[src/sv/ppsm_pkg.sv]
// ----------------------------------------------------------------------------
// ppsm_pkg
// shared types and constants of the pulse period speed meter
// ----------------------------------------------------------------------------
`default_nettype none

package ppsm_pkg;

   // event codes carried on the result channel
   localparam logic [2:0] KIND_TICK   = 3'd0;
   localparam logic [2:0] KIND_STALL  = 3'd1;
   localparam logic [2:0] KIND_GLITCH = 3'd2;
   localparam logic [2:0] KIND_ACCUM  = 3'd3;
   localparam logic [2:0] KIND_SPEED  = 3'd4;

   // input command codes
   localparam logic CMD_TICK = 1'b0;
   localparam logic CMD_EDGE = 1'b1;

   // configuration register indexes
   localparam logic [1:0] CSR_SPEED_CONSTANT     = 2'd0;
   localparam logic [1:0] CSR_STALL_LIMIT        = 2'd1;
   localparam logic [1:0] CSR_PULSES_PER_READING = 2'd2;
   localparam logic [1:0] CSR_GLITCH_MINIMUM     = 2'd3;

   // reset values
   localparam logic [31:0] SPEED_CONSTANT_RESET     = 32'd600000000;
   localparam logic [15:0] STALL_LIMIT_RESET        = 16'd100;
   localparam logic [7:0]  PULSES_PER_READING_RESET = 8'd2;
   localparam logic [15:0] GLITCH_MINIMUM_RESET     = 16'd200;
   localparam logic [31:0] PERIOD_SUM_RESET         = 32'd65536;

   localparam logic [15:0] STALL_TICKS_TOP = 16'hFFFF;

   // classified item between front and back
   typedef struct packed {
      logic [2:0]  kind;
      logic [15:0] period;
   } entry_type;

endpackage

`default_nettype wire

[src/sv/ppsm_front.sv]
// ----------------------------------------------------------------------------
// ppsm_front
// keeps the stall counter and classifies each item as tick, stall reset,
// glitch or accumulate candidate
// ----------------------------------------------------------------------------
`default_nettype none

module ppsm_front import ppsm_pkg::*; (
   input  wire logic        clock,
   input  wire logic        reset,
   input  wire logic        req_valid,
   output logic             req_ready,
   input  wire logic        req_command,
   input  wire logic [15:0] req_period_count,
   input  wire logic [15:0] stall_limit,
   input  wire logic [15:0] glitch_minimum,
   output logic             push_valid,
   input  wire logic        push_ready,
   output entry_type        push_data
);

   logic [15:0] stall_ticks_ff;
   logic [15:0] stall_ticks_in;
   logic        take;

   assign req_ready  = push_ready;
   assign push_valid = req_valid;
   assign take       = req_valid && push_ready;

   always_comb begin
      push_data.period = req_period_count;
      stall_ticks_in   = stall_ticks_ff;
      priority if (req_command == CMD_TICK) begin
         push_data.kind = KIND_TICK;
         if (stall_ticks_ff != STALL_TICKS_TOP) begin
            stall_ticks_in = stall_ticks_ff + 16'd1;
         end
      end else if (stall_ticks_ff >= stall_limit) begin
         push_data.kind = KIND_STALL;
         stall_ticks_in = '0;
      end else if (req_period_count < glitch_minimum) begin
         push_data.kind = KIND_GLITCH;
         stall_ticks_in = '0;
      end else begin
         push_data.kind = KIND_ACCUM;
         stall_ticks_in = '0;
      end
   end

   always_ff @(posedge clock) begin
      if (reset) begin
         stall_ticks_ff <= '0;
      end else if (take) begin
         stall_ticks_ff <= stall_ticks_in;
      end
   end

endmodule

`default_nettype wire

[src/sv/ppsm_queue.sv]
// ----------------------------------------------------------------------------
// ppsm_queue
// two-entry queue of classified items between front and back
// ----------------------------------------------------------------------------
`default_nettype none

module ppsm_queue import ppsm_pkg::*; (
   input  wire logic      clock,
   input  wire logic      reset,
   input  wire logic      push_valid,
   output logic           push_ready,
   input  wire entry_type push_data,
   output logic           pop_valid,
   input  wire logic      pop_ready,
   output entry_type      pop_data
);

   entry_type  slot_ff [2];
   logic       wr_ptr_ff;
   logic       rd_ptr_ff;
   logic [1:0] count_ff;
   logic       do_push;
   logic       do_pop;

   assign push_ready = (count_ff != 2'd2);
   assign pop_valid  = (count_ff != 2'd0);
   assign pop_data   = slot_ff[rd_ptr_ff];
   assign do_push    = push_valid && push_ready;
   assign do_pop     = pop_valid && pop_ready;

   always_ff @(posedge clock) begin
      if (do_push) begin
         slot_ff[wr_ptr_ff] <= push_data;
      end
   end

   always_ff @(posedge clock) begin
      if (reset) begin
         wr_ptr_ff <= 1'b0;
         rd_ptr_ff <= 1'b0;
         count_ff  <= '0;
      end else begin
         if (do_push) begin
            wr_ptr_ff <= ~wr_ptr_ff;
         end
         if (do_pop) begin
            rd_ptr_ff <= ~rd_ptr_ff;
         end
         unique case ({do_push, do_pop})
            2'b10:   count_ff <= count_ff + 2'd1;
            2'b01:   count_ff <= count_ff - 2'd1;
            default: count_ff <= count_ff;
         endcase
      end
   end

endmodule

`default_nettype wire

[src/sv/ppsm_divider.sv]
// ----------------------------------------------------------------------------
// ppsm_divider
// restoring radix-2 divider, one quotient bit per cycle, 32 steps
// ----------------------------------------------------------------------------
`default_nettype none

module ppsm_divider import ppsm_pkg::*; (
   input  wire logic        clock,
   input  wire logic        reset,
   input  wire logic        start,
   input  wire logic [31:0] numerator,
   input  wire logic [31:0] denominator,
   output logic             done,
   output logic [15:0]      quotient
);

   logic        run_ff;
   logic        done_ff;
   logic [4:0]  count_ff;
   logic [31:0] rem_ff;
   logic [31:0] quot_ff;
   logic [31:0] den_ff;
   logic [32:0] shifted;
   logic [32:0] diff;
   logic        fits;

   // a zero denominator always fits, which gives all ones
   assign shifted  = {rem_ff, quot_ff[31]};
   assign diff     = shifted - {1'b0, den_ff};
   assign fits     = (shifted >= {1'b0, den_ff});
   assign done     = done_ff;
   assign quotient = quot_ff[15:0];

   always_ff @(posedge clock) begin
      if (start) begin
         rem_ff  <= '0;
         quot_ff <= numerator;
         den_ff  <= denominator;
      end else if (run_ff) begin
         rem_ff  <= fits ? diff[31:0] : shifted[31:0];
         quot_ff <= {quot_ff[30:0], fits};
      end
   end

   always_ff @(posedge clock) begin
      if (reset) begin
         run_ff   <= 1'b0;
         done_ff  <= 1'b0;
         count_ff <= '0;
      end else begin
         done_ff <= 1'b0;
         if (start) begin
            run_ff   <= 1'b1;
            count_ff <= 5'd31;
         end else if (run_ff) begin
            count_ff <= count_ff - 5'd1;
            if (count_ff == 5'd0) begin
               run_ff  <= 1'b0;
               done_ff <= 1'b1;
            end
         end
      end
   end

endmodule

`default_nettype wire

[src/sv/ppsm_back.sv]
// ----------------------------------------------------------------------------
// ppsm_back
// accumulates periods, counts pulses, runs the divider and drives results
// ----------------------------------------------------------------------------
`default_nettype none

module ppsm_back import ppsm_pkg::*; (
   input  wire logic        clock,
   input  wire logic        reset,
   input  wire logic [31:0] speed_constant,
   input  wire logic [7:0]  pulses_per_reading,
   input  wire logic        pop_valid,
   output logic             pop_ready,
   input  wire entry_type   pop_data,
   output logic             rsp_valid,
   input  wire logic        rsp_ready,
   output logic [15:0]      rsp_speed,
   output logic [2:0]       rsp_event_kind
);

   localparam logic [1:0] ST_IDLE = 2'd0;
   localparam logic [1:0] ST_DIV  = 2'd1;
   localparam logic [1:0] ST_EMIT = 2'd2;

   logic [1:0]  state_ff;
   logic [1:0]  state_in;
   logic [31:0] sum_ff;
   logic [31:0] sum_in;
   logic [7:0]  step_ff;
   logic [7:0]  step_in;
   logic [15:0] speed_ff;
   logic [15:0] speed_in;
   logic        rsp_valid_ff;
   logic        rsp_valid_in;
   logic [15:0] rsp_speed_ff;
   logic [15:0] rsp_speed_in;
   logic [2:0]  rsp_kind_ff;
   logic [2:0]  rsp_kind_in;
   logic        out_free;
   logic        take;
   logic [31:0] sum_add;
   logic [7:0]  step_add;
   logic        div_start;
   logic        div_done;
   logic [15:0] div_quotient;

   assign out_free       = !rsp_valid_ff || rsp_ready;
   assign pop_ready      = (state_ff == ST_IDLE) && out_free;
   assign take           = pop_valid && pop_ready;
   assign sum_add        = sum_ff + {16'd0, pop_data.period};
   assign step_add       = step_ff + 8'd1;
   assign rsp_valid      = rsp_valid_ff;
   assign rsp_speed      = rsp_speed_ff;
   assign rsp_event_kind = rsp_kind_ff;

   always_comb begin
      state_in     = state_ff;
      sum_in       = sum_ff;
      step_in      = step_ff;
      speed_in     = speed_ff;
      rsp_valid_in = rsp_valid_ff && !rsp_ready;
      rsp_speed_in = rsp_speed_ff;
      rsp_kind_in  = rsp_kind_ff;
      div_start    = 1'b0;
      unique case (state_ff)
         ST_IDLE: begin
            if (take) begin
               rsp_speed_in = speed_ff;
               rsp_kind_in  = pop_data.kind;
               rsp_valid_in = 1'b1;
               unique case (pop_data.kind)
                  KIND_STALL: begin
                     sum_in  = '0;
                     step_in = '0;
                  end
                  KIND_ACCUM: begin
                     if (step_add == pulses_per_reading) begin
                        // reading due: result waits for the quotient
                        sum_in       = '0;
                        step_in      = '0;
                        div_start    = 1'b1;
                        rsp_valid_in = 1'b0;
                        state_in     = ST_DIV;
                     end else begin
                        sum_in  = sum_add;
                        step_in = step_add;
                     end
                  end
                  default: begin
                  end
               endcase
            end
         end
         ST_DIV: begin
            if (div_done) begin
               speed_in = div_quotient;
               state_in = ST_EMIT;
            end
         end
         ST_EMIT: begin
            if (out_free) begin
               rsp_valid_in = 1'b1;
               rsp_speed_in = speed_ff;
               rsp_kind_in  = KIND_SPEED;
               state_in     = ST_IDLE;
            end
         end
         default: begin
            state_in = ST_IDLE;
         end
      endcase
   end

   ppsm_divider u_divider (
      .clock       (clock),
      .reset       (reset),
      .start       (div_start),
      .numerator   (speed_constant),
      .denominator (sum_add),
      .done        (div_done),
      .quotient    (div_quotient)
   );

   always_ff @(posedge clock) begin
      rsp_speed_ff <= rsp_speed_in;
      rsp_kind_ff  <= rsp_kind_in;
   end

   always_ff @(posedge clock) begin
      if (reset) begin
         state_ff     <= ST_IDLE;
         sum_ff       <= PERIOD_SUM_RESET;
         step_ff      <= '0;
         speed_ff     <= '0;
         rsp_valid_ff <= 1'b0;
      end else begin
         state_ff     <= state_in;
         sum_ff       <= sum_in;
         step_ff      <= step_in;
         speed_ff     <= speed_in;
         rsp_valid_ff <= rsp_valid_in;
      end
   end

endmodule

`default_nettype wire

[src/sv/pulse_period_speed_meter.sv]
// ----------------------------------------------------------------------------
// pulse_period_speed_meter
// period-based tachometer: stall counter, glitch filter, period
// accumulator and speed division
//
//   channel  ports                                   handshake
//   req      req_command, req_period_count           req_valid / req_ready
//   rsp      rsp_speed, rsp_event_kind               rsp_valid / rsp_ready
//   csr      csr_index, csr_wr_data                  csr_wr_en, no wait
//
// ticks, glitches, stall resets and plain accumulates give their result in the
// cycle after the back takes them from the queue; a pulse that completes a
// reading gives its speed after the 32-step radix-2 divider, when rsp is free.
// the front keeps classifying into a two-entry queue while the back divides
// or waits on rsp_ready. reset is synchronous and needs no clearing pass.
// ----------------------------------------------------------------------------
`default_nettype none

module pulse_period_speed_meter import ppsm_pkg::*; (
   input  wire logic        clock,
   input  wire logic        reset,
   input  wire logic        req_valid,
   output logic             req_ready,
   input  wire logic        req_command,
   input  wire logic [15:0] req_period_count,
   output logic             rsp_valid,
   input  wire logic        rsp_ready,
   output logic [15:0]      rsp_speed,
   output logic [2:0]       rsp_event_kind,
   input  wire logic        csr_wr_en,
   input  wire logic [1:0]  csr_index,
   input  wire logic [31:0] csr_wr_data
);

   logic [31:0] speed_constant_ff;
   logic [15:0] stall_limit_ff;
   logic [7:0]  pulses_per_reading_ff;
   logic [15:0] glitch_minimum_ff;

   logic        push_valid;
   logic        push_ready;
   entry_type   push_data;
   logic        pop_valid;
   logic        pop_ready;
   entry_type   pop_data;

   always_ff @(posedge clock) begin
      if (reset) begin
         speed_constant_ff     <= SPEED_CONSTANT_RESET;
         stall_limit_ff        <= STALL_LIMIT_RESET;
         pulses_per_reading_ff <= PULSES_PER_READING_RESET;
         glitch_minimum_ff     <= GLITCH_MINIMUM_RESET;
      end else if (csr_wr_en) begin
         unique case (csr_index)
            CSR_SPEED_CONSTANT:     speed_constant_ff     <= csr_wr_data;
            CSR_STALL_LIMIT:        stall_limit_ff        <= csr_wr_data[15:0];
            CSR_PULSES_PER_READING: pulses_per_reading_ff <= csr_wr_data[7:0];
            CSR_GLITCH_MINIMUM:     glitch_minimum_ff     <= csr_wr_data[15:0];
            default: begin
            end
         endcase
      end
   end

   ppsm_front u_front (
      .clock            (clock),
      .reset            (reset),
      .req_valid        (req_valid),
      .req_ready        (req_ready),
      .req_command      (req_command),
      .req_period_count (req_period_count),
      .stall_limit      (stall_limit_ff),
      .glitch_minimum   (glitch_minimum_ff),
      .push_valid       (push_valid),
      .push_ready       (push_ready),
      .push_data        (push_data)
   );

   ppsm_queue u_queue (
      .clock      (clock),
      .reset      (reset),
      .push_valid (push_valid),
      .push_ready (push_ready),
      .push_data  (push_data),
      .pop_valid  (pop_valid),
      .pop_ready  (pop_ready),
      .pop_data   (pop_data)
   );

   ppsm_back u_back (
      .clock              (clock),
      .reset              (reset),
      .speed_constant     (speed_constant_ff),
      .pulses_per_reading (pulses_per_reading_ff),
      .pop_valid          (pop_valid),
      .pop_ready          (pop_ready),
      .pop_data           (pop_data),
      .rsp_valid          (rsp_valid),
      .rsp_ready          (rsp_ready),
      .rsp_speed          (rsp_speed),
      .rsp_event_kind     (rsp_event_kind)
   );

endmodule

`default_nettype wire
[config.mk]
export PLATFORM = sky130hd
export DESIGN_NAME = pulse_period_speed_meter
export DESIGN_NICKNAME = d
export VERILOG_FILES = /design/src/sv/ppsm_pkg.sv /design/src/sv/ppsm_front.sv /design/src/sv/ppsm_queue.sv /design/src/sv/ppsm_divider.sv /design/src/sv/ppsm_back.sv /design/src/sv/pulse_period_speed_meter.sv
export SDC_FILE = /design/constraint.sdc
export NUM_CORES = 1
export LEC_CHECK = 0
export BUFFER_PORTS_ARGS = -buffer_cell sky130_fd_sc_hd__clkbuf_2
export CORE_ASPECT_RATIO = 0.5
export CORE_UTILIZATION = 45
export DETAILED_ROUTE_END_ITERATION = 10
export GPL_TIMING_DRIVEN = 0
export PLACE_DENSITY = 0.6
export SLEW_MARGIN = 20
export SYNTH_ARGS = -nofsm -noshare
export SYNTH_HDL_FRONTEND = slang
export SYNTH_SLANG_ARGS = --single-unit
[constraint.sdc]
create_clock -name clock -period 5.78 [get_ports clock]
set_clock_uncertainty 0.05 [all_clocks]
set_input_delay 1.156 -clock clock [delete_from_list [all_inputs] [get_ports clock]]
set_output_delay 1.156 -clock clock [all_outputs]
set_load 0.05 [all_outputs]
======== Word-level counts from Yosys, hierarchy flattened ========
Memory sizes are Yosys's and may differ from the RTL's. A register that Yosys moved wholly into a read port is not among the register bits.
Cells that the tools add are included.
cells by class
  add/subtract/negate cells ............... 7
  magnitude comparators ................... 3
  equality and inequality tests ........... 17
  multiplexer cells ....................... 44
  bitwise gates (word level) .............. 3
  reduce and logical (&&, ||, !) cells .... 26
operators with widths
  operator                                       number
  2-to-1 mux 32 bit                              4
  2-to-1 mux 16 bit                              4
  one-hot mux 32 bit (2 select lines)            1
  greater-or-equal comparator 33 x 32 -> 1 bit   1
  adder 32 x 16 -> 32 bit                        1
  one-hot mux 16 bit (2 select lines)            1
  subtractor 32 bit                              1
  2-to-1 mux 1 bit                               17
  adder 16 x 1 -> 16 bit, second input constant  1
  greater-or-equal comparator 16 bit             1
  < comparator 16 bit                            1
  inequality test 16 bit, second input constant  1
  one-hot mux 8 bit (2 select lines)             1
  2-to-1 mux 3 bit                               4
  AND reduction 2 bit                            6
  nonzero test 2 bit                             6
  2-to-1 mux 2 bit                               5
  2-to-1 mux 5 bit                               2
  inequality test 2 bit, second input constant   5
  adder 8 x 1 -> 8 bit, second input constant    1
  == test 2 bit, second input constant           4
  == test 8 bit                                  1
  2-to-1 mux 8 bit                               1
  == test 2 x 1 -> 1 bit, second input constant  3
  other kinds (19)                               27
storage, ports and cells
  register bits after elaboration ......... 273
  bits in writable memories ............... 38
  input bits .............................. 56
  output and inout port bits .............. 21
  memories kept ........................... 1
memories
  name             depth  width  read ports  clocked after memory_dff  write ports  line              RTL
  u_queue.slot_ff  2      19     1           1                         1            ppsm_queue.sv:18  entry_type slot_ff [2];

======== Longest topological paths before layout ========
Gate-level depths: netlist of the first run.
  depth after elaboration ................. 7
  mapped depth ............................ 14
  gate-level depth less buffers ........... 12

======== Modules after synthesis ========
A second synthesis of the first run with hierarchy kept.
second synthesis, totals
  cell total of the unflattened synthesis .. 1750
  area, all modules ....................... 17116.4 um2
by module, submodules not included
  module                    instances  cells an instance  area an instance (um2)
  ppsm_divider              1          667                6457.4
  ppsm_back                 1          476                4262.8
  pulse_period_speed_meter  1          283                3005.4
  ppsm_front                1          241                1800.5
  ppsm_queue                1          83                 1590.3

======== Worst setup path after synthesis of the first run ========
No wires, ideal clock.
  path kind ............................... input port to flip-flop
  start point ............................. in rsp_ready
  end point ............................... reg u_back.u_divider.quot_ff[0], enable pin
  setup time .............................. 0.394 ns
  arrival time ............................ 3.236 ns
  setup slack ............................. 2.100 ns
  stages .................................. 7
  path buffers ............................ 2
  cells stage by stage .................... nor2b_1 nor4_4 nand2_1 or4_1 buf_2 buf_2 nand2b_1
on the way
  cells in the longest elaborated chain, start to end .. 6
RTL lines
  item                          line                            RTL
  from (decl)                   pulse_period_speed_meter.sv:27  input wire logic rsp_ready,
  logical OR 1 bit              ppsm_back.sv:47                 assign out_free = !rsp_valid_ff || rsp_ready;
  logical AND 1 bit             ppsm_back.sv:48                 assign pop_ready = (state_ff == ST_IDLE) && out_free;
  logical AND 1 bit             ppsm_back.sv:49                 assign take = pop_valid && pop_ready;
  net u_back.take               ppsm_back.sv:40                 logic take;
  2-to-1 mux 1 bit              ppsm_back.sv:67                 if (take) begin
  2-to-1 mux 1 bit              ppsm_back.sv:65                 unique case (state_ff)
  nonzero test 2 bit (no line)  --
  to (signal assigned)          ppsm_divider.sv:37              quot_ff <= numerator;
  to (signal assigned)          ppsm_divider.sv:41              quot_ff <= {quot_ff[30:0], fits};
  to (decl)                     ppsm_divider.sv:21              logic [31:0] quot_ff;
The timed path passes the listed nets, and every way through them passes these cells.
A chain may end at the register's enable or synchronous reset.

==> qor.yml, run 1 <==
run_status:
  status: "finished, final reports clean"
timing:
  rsz0062_at_grt: "no"
  hold_viol_final: 0
  setup_viol: 0
  fin_crit_sh_pct: 69.7
  worst_pin_slew_ns: 0.961
  drv_slew: 0
  clock.fmax_mhz: 248
  min_period_ns: 4.03
  slew_headroom_pct: 36.0
  whs_ns: 0.378
  finalSetupTns_ns: 0
synthesis:
  ys_warn_count: 0
  synth_xor_area_share_pct: 4.36
  synth_edf_count: 119
  ys_seq_elements: 310
  synth_top_family_by_area: "simple AND/OR/NAND/NOR gates"
  synth_cells: 1716
  synth_area_per_cell_um2: 9.13
  synthAdderAreaFrac_pct: 6.97
  synthMuxAreaShare_pct: 2.49
  async_flop_share_pct: 0
  synth_simple_gate_area_share_pct: 18.0
  syn-num-nets: 1858
  synthFlopType: "dfxtp_1"
  ys_seq_area_share_pct: 47.2
  netlist-cell-type-count: 75
  synth_area_um2: 15700
  synth_compound_area_share_pct: 16.6
worst_setup_path:
  ff2ff_setup_slack_ns: 1.75
  worstRegToRegCells: 13
  cp.required_ns: 6.04
  crit_arrival_ns: 4.29
  start_kind: "flip-flop"
  critPathKind: "flip-flop to flip-flop"
  cp_max_fo: 10
  crit_path_end_kind: "flip-flop"
pwr:
  p_per_area_nw_per_um2: 357
  p_leak_nw: 7.13
  p_total_mw: 6.32
  ir_worst_vdd_mv: 0.248
global_route:
  gr-total-overflow: 0
  grt_max_degree: 42
  grt_pass1_wl_um: 61000
  grt_pass1_vias: 11600
  track_usage_pct: 21.4
  antenna_found_initial: 0
clock_network:
  cts.clk_slew.worst_paths_ns: 0.06
  cts_resized: 0
  clock_sinks: 310
  cts_buffers: 30
  clkLatencyLatePin_ns: 0.59
  hold_buffers: 0
  cts_tree: "built"
  htreeDepth: 1
  clockBufferDepth: 3
  cts_setup_buffers: 0
  root_buffer: "clkbuf_16"
route:
  drc_errors: 0
  wl_met2_um: 16900
  post_drt_wl_per_cell_um: 16.5
  drt_pass1_iterations: 5
  met3_length_um: 1710
  top_layer_used: "met4"
  drt_iter0_markers: 604
  vias: 12400
  wirelength_um: 38200
  ant_nets: 0
  drt-met1-wl_um: 18900
  vias_per_cell: 5.35
floorplanning:
  core-area_um2: 33600
  die_w_um: 266
  die_height_um: 134
  initial_utilization_pct: 46.6
  core.rowCount: 47
  die-area_um2: 35600
  ioPinCount: 77
finish:
  area_growth_pct: 13.0
  drive_above_1_share_pct: 10.1
  fin_nets: 1968
  fin_util_pct: 52.6
  n_fill_cell: 3263
hold_path:
  hp-class: "flip-flop to flip-flop"
  min_path_cells: 0
placement:
  dp_hpwl_um: 28500
  io_buffers: 75
  gp_congestion: 0.872
flow_run:
  max_cap_violations: 0
## stage by stage
stage / cell area [um^2] / worst slack (ns) / std cells
floorplan: 15700 / 2.10 / 1716
global placement: 16600 / 1.22 / 2256
detailed placement: 16700 / 1.77 / 2259
CTS: 17700 / 1.70 / 2315
global route: 17700 / 1.36 / 2315
finish: 17700 / 1.75 / 2316
## layout make-up
cell class,count,area (um^2),area share [%]
clock buffer,41,832,4.70
tap,465,582,3.29
multi-input combinational,1240,7600,43.0
clock inverter,15,184,1.04
antenna,1,2.50,0.0141
sequential,310,7400,41.8
buffer,86,369,2.09
inverter,80,300,1.70
timing repair buffer,78,422,2.38
## sequential cells by signal, summed over array words and instances (netlist names), named ones only
signal / flops
u_back.u_divider.quot_ff: 32
pulses_per_reading_ff: 8
u_back.u_divider.rem_ff: 32
u_back.state_ff: 2
u_back.u_divider.done: 1
u_back.speed_ff: 16
u_back.sum_ff: 32
u_queue.wr_ptr_ff: 1
u_back.rsp_speed: 16
u_back.u_divider.den_ff: 32
u_back.rsp_valid: 1
u_back.rsp_event_kind: 3
glitch_minimum_ff: 16
u_back.u_divider.run_ff: 1
u_queue.slot_ff: 36
speed_constant_ff: 32
u_back.step_ff: 8
u_back.u_divider.count_ff: 5
u_front.stall_ticks_ff: 16
u_queue.rd_ptr_ff: 1
stall_limit_ff: 16
u_queue.count_ff: 2
## critical path: stages, from the launching register on
cell and delay [ns]:
dfxtp_1 0.33, buf_2 0.25, buf_1 0.53, mux2i_1 0.40, inv_1 0.08, ha_1 0.30, a211oi_1 0.24, nor2_1 0.11
o31ai_1 0.50, a311oi_1 0.27, o21ba_2 0.28, buf_2 0.19, nand3_1 0.14, xnor2_1 0.09
## cells in the mapped netlist, types with 18 or more instances
| cell type | n | area share [%] |
|---|---|---|
| a211oi_1 | 19 | 0.91 |
| a21o_1 | 30 | 1.4 |
| a21oi_1 | 154 | 4.9 |
| a31oi_1 | 18 | 0.72 |
| buf_2 | 24 | 0.77 |
| clkbuf_1 | 54 | 1.3 |
| dfxtp_1 | 191 | 24 |
| edfxtp_1 | 119 | 23 |
| ha_1 | 84 | 6.7 |
| inv_1 | 80 | 1.9 |
| mux2i_1 | 21 | 1.3 |
| nand2_1 | 349 | 8.4 |
| nand3_1 | 48 | 1.5 |
| nor2_1 | 88 | 2.1 |
| nor3_1 | 20 | 0.64 |
| o211ai_1 | 20 | 0.96 |
| o21a_1 | 18 | 0.86 |
| o21ai_0 | 67 | 2.1 |
| xnor2_1 | 45 | 2.5 |
| xor2_1 | 33 | 1.8 |
## layer usage
| layer | vias to the layer above | global-route usage, % |
|---|---|---|
| li1 | 6289 | - |
| met1 | 5812 | 30.5 |
| met2 | 236 | 34.7 |
| met3 | 50 | 2.90 |
| met4 | 0 | 4.34 |
| met5 | - | 0 |
## report_power, final
group	leakage (nW)	total (mW)	switching, mW	internal (mW)
Combinational	3.95	1.72	1.11	0.607
Clock	0.500	2.03	0.882	1.15
Sequential	2.68	2.57	0.0837	2.48
## logic make-up after synthesis
kind of cell,Yosys count
adders and majority gates,86
DFF,310
buffers and inverters,166
AOI/OAI and AO/OA,413
muxes,37
xor gates and xnor gates,78
and+or+nand+nor,626
## placed cells by master, fill, tap and decap left out, types with 48 or more instances in the layout
master	n
a21oi_1	154
clkbuf_1	61
clkbuf_2	76
dfxtp_1	191
edfxtp_1	119
ha_1	84
inv_1	80
nand2_1	349
nand3_1	48
nor2_1	87
o21ai_0	67
## worst paths after layout
| path | startpoint | to |
|---|---|---|
| setup reg to reg | flip-flop | u_back.u_divider.den_ff[25] |
| hold / removal | u_back.speed_ff[13] | u_back.rsp_speed[13] |
| setup / recovery | flip-flop | u_back.u_divider.den_ff[25] |
| hold reg to reg | u_back.speed_ff[13] | u_back.rsp_speed[13] |
(Power assumes the default switching activity.)
==> inputs of run 2 (changes only) <==
--- a/config.mk
+++ b/config.mk
@@ -10,7 +10,7 @@
 export CORE_UTILIZATION = 45
 export DETAILED_ROUTE_END_ITERATION = 10
 export GPL_TIMING_DRIVEN = 0
-export PLACE_DENSITY = 0.6
+export PLACE_DENSITY = 0.62
 export SLEW_MARGIN = 20
 export SYNTH_ARGS = -nofsm -noshare
 export SYNTH_HDL_FRONTEND = slang
==> constraint.sdc (replaced) <==
create_clock -name clock -period 3.65 [get_ports clock]
set_clock_uncertainty 0.05 [all_clocks]
set_input_delay 0.73 -clock clock [delete_from_list [all_inputs] [get_ports clock]]
set_output_delay 0.73 -clock clock [all_outputs]
set_load 0.05 [all_outputs]
==> run 2 against run 1 <==
Non-clock buffer count is the same; sequential power grew 58%; final area shrank 0.19%; fmax grew 17%; die area is the same; register-to-register slack lost 1.5 ns; utilization shrank 0.10 points; clock power grew 51%; global-route usage shrank 0.30 points; cell count shrank 0.22%; critical path type unchanged.
==> qor.yml, run 2 (synthesis results as in run 1) <==
run_status:
  status: "finished, final reports clean"
timing:
  rsz0062_at_grt: "no"
  slew_headroom_pct: 44.9  # +9.0 points
  clock.fmax_mhz: 291  # +17%
  hold_viol_final: 0  # unchanged
  drv_slew: 0  # unchanged
  min_period_ns: 3.44  # -0.596 ns
  worst_pin_slew_ns: 0.826  # -0.134 ns
  fin_crit_sh_pct: 94.1  # +24 points
  setup_ws_ns: 0.215  # -1.53 ns
  finalSetupTns_ns: 0  # unchanged
  setup_viol: 0  # unchanged
finish:
  drive_above_1_share_pct: 10.3  # +0.24 points
  regMostFlops: "u_queue.slot_ff"
  n_fill_cell: 3218  # -1.4%
  final_cells: 2311  # -0.22%
  finalInstanceArea_um2: 17700  # -0.19%
  area_growth_pct: 12.8
  layout_commonest_cell: "nand2_1"
  fin_nets: 1966  # -0.10%
  layout_common_cells: "nand2_1 (348), dfxtp_1 (191), a21oi_1 (153)"
  largest_register_ffs: 36  # unchanged
  diodes: 0  # -1
route:
  drc_errors: 0  # unchanged
  ant_nets: 0  # unchanged
  drt_pass1_iterations: 5  # unchanged
  vias_per_cell: 5.32  # -0.63%
  vias: 12300  # -0.84%
  wirelength_um: 37600  # -1.4%
  post_drt_wl_per_cell_um: 16.3  # -1.2%
  drt_iter0_markers: 740  # +23%
floorplanning:
  ioPinCount: 77  # unchanged
  die_height_um: 134  # unchanged
  die_w_um: 266  # unchanged
  core.rowCount: 47  # unchanged
  core-area_um2: 33600  # unchanged
  initial_utilization_pct: 46.6  # unchanged
  die-area_um2: 35600  # unchanged
clock_network:
  cts_setup_buffers: 0  # unchanged
  cts_buffers: 28  # -6.7%
  htreeDepth: 1  # unchanged
  root_buffer: "clkbuf_16"
  clock_sinks: 310  # unchanged
  cts.clk_slew.worst_paths_ns: 0.07  # about the same
  clockBufferDepth: 3  # unchanged
  hold_buffers: 0  # unchanged
  clkLatencyLatePin_ns: 0.56  # -0.03 ns
  cts_tree: "built"
global_route:
  globalRouteMet2Util_pct: 34.1  # -0.65 points
  gr-total-overflow: 0  # unchanged
  grt_use_met3_pct: 2.79  # -0.11 points
  top_usage_layer: "met2"
  track_usage_pct: 21.1  # -0.30 points
  grt_pass1_vias: 11400  # -1.5%
  grt_pass1_wl_um: 60200  # -1.3%
  grt_max_degree: 42  # unchanged
  grt_util_met1_pct: 29.9  # -0.53 points
  antenna_found_initial: 1  # +1
placement:
  io_buffers: 75  # unchanged
  dp_hpwl_um: 28300  # -0.79%
  placement.setup.worst_slack_ns: -0.418  # -2.19 ns
  dpl_cell_area_um2: 16700  # about the same
  numPlacedInstances: 2259  # unchanged
  gp_congestion: 0.892  # +2.3%
pwr:
  p_leak_nw: 7.09  # -0.63%
  ir_worst_vdd_mv: 0.320  # +29%
  p_per_area_nw_per_um2: 559  # +57%
worst_setup_path:
  ff2ff_setup_slack_ns: 0.21  # -1.53 ns
  start_kind: "flip-flop"
  crit_path_end_kind: "flip-flop"
  cp_max_fo: 10  # unchanged
  critPathKind: "flip-flop to flip-flop"
  crit_arrival_ns: 3.68  # -0.61 ns
  cp.required_ns: 3.90  # -2.14 ns
flow_run:
  max_cap_violations: 0  # unchanged
hold_path:
  hp-class: "input pin to flip-flop"
## run 2: layout make-up
type / count / area, um^2 / share of cell area (%)
sequential: 310 / 7400 / 41.9
inverter: 80 / 300 / 1.70
buffer: 86 / 378 / 2.14
clock buffer: 35 / 737 / 4.17
multi-input combinational: 1240 / 7650 / 43.3
tap: 465 / 582 / 3.29
timing repair buffer: 78 / 414 / 2.35
clock inverter: 17 / 201 / 1.14
## run 2: per-layer routing
layer	vias to the layer above	share of wire (%)	wire, um
met1	5741	50	18700
met5	-	0.035	13
li1	6273	-	-
met4	2	2.2	812
met3	53	3.7	1390
met2	214	44	16700
## run 2: through the flow
stage | hold WS [ns] | utilization, % | power, mW
2_1_floorplan | 0.358 | - | 6.15
3_3_place_gp | 0.364 | 49.4 | 6.82
3_5_place_dp | 0.369 | 49.5 | 6.84
4_1_cts | 0.301 | 52.4 | 9.92
5_1_grt | 0.318 | 52.5 | 10.3
6_report | 0.323 | 52.5 | 9.87
## run 2: critical path, cell delays in order, from the launching register on
cell and delay (ns):
dfxtp_1 0.33, clkbuf_4 0.22, buf_4 0.23, mux2_2 0.39
ha_2 0.40, a21o_1 0.20, a211oi_4 0.07, o2bb2ai_1 0.18
a311oi_2 0.37, o21ba_2 0.21, buf_2 0.22, nand3_1 0.14
xnor2_1 0.16
## run 2: path summary, 6_finish.rpt
kind / startpoint / endpoint / cells after the start
setup / recovery: flip-flop / u_back.u_divider.den_ff[27] / 12
hold / removal: csr_wr_data[17] / speed_constant_ff[17] / 3
setup reg to reg: flip-flop / u_back.u_divider.den_ff[27] / 12
hold reg to reg: u_back.speed_ff[4] / u_back.rsp_speed[4] / 0
## run 2: where the power goes
group | switching, mW | internal (mW) | total, mW
registers | 0.135 | 3.93 | 4.07
clock network | 1.33 | 1.72 | 3.06
logic | 1.77 | 0.977 | 2.75
total | 3.24 | 6.63 | 9.87
## run 2: what timing repair did
action                     in CTS  in global routing
pin swaps                       0                  1
resized for setup               5                  9
setup endpoints to repair      38                 56
==> inputs of run 3 (changes only) <==
--- a/config.mk
+++ b/config.mk
@@ -5,13 +5,13 @@
 export SDC_FILE = /design/constraint.sdc
 export NUM_CORES = 1
 export LEC_CHECK = 0
+export ABC_AREA = 1
 export BUFFER_PORTS_ARGS = -buffer_cell sky130_fd_sc_hd__clkbuf_2
 export CORE_ASPECT_RATIO = 0.5
-export CORE_UTILIZATION = 45
+export CORE_UTILIZATION = 35
 export DETAILED_ROUTE_END_ITERATION = 10
 export GPL_TIMING_DRIVEN = 0
-export PLACE_DENSITY = 0.62
-export SLEW_MARGIN = 20
+export PLACE_DENSITY = 0.5
 export SYNTH_ARGS = -nofsm -noshare
 export SYNTH_HDL_FRONTEND = slang
 export SYNTH_SLANG_ARGS = --single-unit
==> run 3 against run 2 <==
Highest routed layer is now met4; worst setup slack gained 0.31 ns; largest power group unchanged; via count rose by 19%; combinational power is 25% lower; sequential power hardly changed; global-route usage down 1.7 points.
==> qor.yml, run 3 <==
worst_setup_path:
  cp.required_ns: 4.12  # +0.22 ns
  crit_top_cell: "nand2_1"
  critical_path_buf_inv_count: 3  # unchanged
  crit_arrival_ns: 3.59  # -0.09 ns
  cpPeakStageDelay_ns: 0.40  # about the same
  critPathSlowestCell: "buf_2"
  ff2ff_setup_slack_ns: 0.53  # +0.31 ns
  critPathTopFamily: "simple AND/OR/NAND/NOR gates"
  critPathKind: "flip-flop to flip-flop"
  cp_max_fo: 19  # +9
  rr_endpoint: "u_back.sum_ff[14]"
  path_cells: "buf_2 > mux2_2 > ha_1 > inv_1 > fa_1 > inv_1 > nand3_1 > nand2_1 > nand2_1 > nand2_1 > nand3_1 > nand2_1 > xor2_1 > nand2_1 > a21oi_1"
  start_kind: "flip-flop"
  worstRegToRegCells: 15  # +3
  crit_path_end_kind: "flip-flop"
synthesis:
  synth_edf_count: 119  # unchanged
  syn-num-nets: 2470  # +33%
  ys_warn_count: 0  # unchanged
  synth_cells: 2328  # +36%
  synth.most_common_cell: "nand2_1"
  yosys-top-cells-count: "nand2_1 (718), inv_1 (347), dfxtp_1 (191)"
  yosysTopAreaCell: "dfxtp_1"
  synthAdderAreaFrac_pct: 6.41  # -0.56 points
  synth_area_leaders: "dfxtp_1 (22%), edfxtp_1 (21%), nand2_1 (16%)"
  synth_top_family_by_area: "simple AND/OR/NAND/NOR gates"
  netlist-cell-type-count: 46  # -39%
  synth_area_um2: 17000  # +8.8%
  synthMuxAreaShare_pct: 1.05  # -1.4 points
  synth_simple_gate_area_share_pct: 28.6  # +11 points
  ys_seq_area_share_pct: 43.4  # -3.8 points
  async_flop_share_pct: 0  # unchanged
  synth_compound_area_share_pct: 8.71  # -7.9 points
  synthFlopType: "dfxtp_1"
  synth_area_per_cell_um2: 7.32  # -20%
  synth_xor_area_share_pct: 2.16  # -2.2 points
  synth_top_area_share_pct: 22.4  # -2.0 points
  ys_seq_elements: 310  # unchanged
timing:
  worst_pin_slew_ns: 0.983  # +0.156 ns
  clock.fmax_mhz: 320  # +10%
  fin_crit_sh_pct: 85.5  # -8.6 points
  hold_viol_final: 0  # unchanged
  finalSetupTns_ns: 0  # unchanged
  min_period_ns: 3.12  # -0.314 ns
  rsz0062_at_grt: "no"
  setup_viol: 0  # unchanged
  drv_slew: 0  # unchanged
  slew_headroom_pct: 34.3  # -11 points
clock_network:
  cts_buffers: 31  # +11%
  cts_tree: "built"
  htreeDepth: 1  # unchanged
  clock_sinks: 310  # unchanged
  clockBufferDepth: 3  # unchanged
  root_buffer: "clkbuf_16"
  cts_setup_buffers: 0  # unchanged
  hold_buffers: 0  # unchanged
  clkLatencyLatePin_ns: 0.59  # +0.03 ns
  cts.clk_slew.worst_paths_ns: 0.07  # about the same
  cts_resized: 0  # -5
finish:
  layout_commonest_cell: "nand2_1"
  drive_above_1_share_pct: 7.31  # -3.0 points
  n_fill_cell: 4976  # +55%
  fin_nets: 2580  # +31%
  area_growth_pct: 13.0
  regMostFlops: "u_queue.slot_ff"
  largest_register_ffs: 36  # unchanged
  layout_common_cells: "nand2_1 (717), inv_1 (347), dfxtp_1 (191)"
  diodes: 0  # unchanged
pwr:
  ir_worst_vdd_mv: 0.363  # +13%
  p_leak_nw: 8.74  # +23%
  p_per_area_nw_per_um2: 481  # -14%
  p_total_mw: 9.26  # -6.2%
global_route:
  gr-total-overflow: 0  # unchanged
  grt_max_degree: 42  # unchanged
  antenna_found_initial: 0  # -1
  grt_pass1_vias: 14000  # +23%
  grt_pass1_wl_um: 75800  # +26%
  track_usage_pct: 19.4  # -1.7 points
floorplanning:
  die_height_um: 158  # +18%
  ioPinCount: 77  # unchanged
  initial_utilization_pct: 35.9  # -11 points
  core.rowCount: 56  # +19%
  core-area_um2: 47400  # +41%
  die_w_um: 314  # +18%
  die-area_um2: 49600  # +39%
run_status:
  status: "finished, final reports clean"
route:
  drc_errors: 0  # unchanged
  vias_per_cell: 4.71  # -11%
  vias: 14600  # +19%
  wirelength_um: 47600  # +27%
  post_drt_wl_per_cell_um: 15.4  # -5.7%
  drt_iter0_markers: 864  # +17%
  drt_pass1_iterations: 5  # unchanged
  ant_nets: 0  # unchanged
placement:
  dp_hpwl_um: 37600  # +33%
  io_buffers: 76  # +1.3%
  gp_congestion: 0.953  # +6.9%
hold_path:
  hold_end: "speed_constant_ff[17]"
  hp-class: "input pin to flip-flop"
  min_path_cells: 3  # unchanged
  min_from: "csr_wr_data[17]"
flow_run:
  max_cap_violations: 0  # unchanged
run 3: worst max-delay path by stage:
stage          slack (ns)               from  cells past startpoint                            to
2_1_floorplan        0.92          rsp_ready                      2      u_back.rsp_event_kind[0]
3_3_place_gp         0.19          rsp_ready                      3           u_back.rsp_speed[9]
3_5_place_dp         0.28          flip-flop                     15             u_back.sum_ff[27]
4_1_cts              0.25          flip-flop                     15             u_back.sum_ff[27]
5_1_grt              0.26  u_back.step_ff[0]                     14  u_back.u_divider.quot_ff[25]
6_report             0.53          flip-flop                     15             u_back.sum_ff[14]
run 3: logic make-up after synthesis:
group,Yosys count
buffers and inverters,423
adder cells (fa/ha/maj),86
multiplexers,16
AO/OA/AOI/OAI,287
AND/OR/NAND/NOR,1164
XOR/XNOR,42
flip-flops,310
run 3: power breakdown:
part	switching, mW	total (mW)	internal (mW)
logic	1.48	2.05	0.574
clock network	1.43	3.17	1.74
registers	0.114	4.04	3.93
total	3.02	9.26	6.24
run 3: metal layers:
| layer | track usage [%] | share of wire (%) | vias up |
|---|---|---|---|
| li1 | - | - | 7711 |
| met1 | 26.6 | 50 | 6620 |
| met4 | 4.90 | 2.5 | 0 |
| met5 | 0 | 0 | - |
| met3 | 2.57 | 3.2 | 72 |
| met2 | 32.2 | 45 | 207 |
run 3: worst register-to-register path, cell delays in order, from the launching register on:
cell and delay (ns):
dfxtp_1 0.37, buf_2 0.40, mux2_2 0.28, ha_1 0.17, inv_1 0.05, fa_1 0.40
inv_1 0.12, nand3_1 0.08, nand2_1 0.13, nand2_1 0.06, nand2_1 0.16, nand3_1 0.09
nand2_1 0.16, xor2_1 0.32, nand2_1 0.09, a21oi_1 0.12
run 3: area by class of cell:
type                    instances  area (um^2)  area share, %
multi-input cells            1595         8010           41.6
flip-flops and latches        310         7400           38.4
inverters                     351         1320           6.85
clock buffers                  41          823           4.28
well taps                     638          798           4.15
repair buffers                 78          410           2.13
plain buffers                  71          324           1.68
clock inverters                17          161          0.839
run 3: through the flow:
step | area, um^2 | hold WS (ns) | worst slack [ns] | cells | util [%]
2_1_floorplan | 17000 | 0.358 | 0.924 | 2328 | -
3_3_place_gp | 18200 | 0.368 | 0.191 | 3042 | 38.4
3_5_place_dp | 18300 | 0.365 | 0.280 | 3044 | 38.5
4_1_cts | 19200 | 0.260 | 0.246 | 3102 | 40.6
5_1_grt | 19200 | 0.284 | 0.261 | 3101 | 40.6
6_report | 19200 | 0.292 | 0.529 | 3101 | 40.6
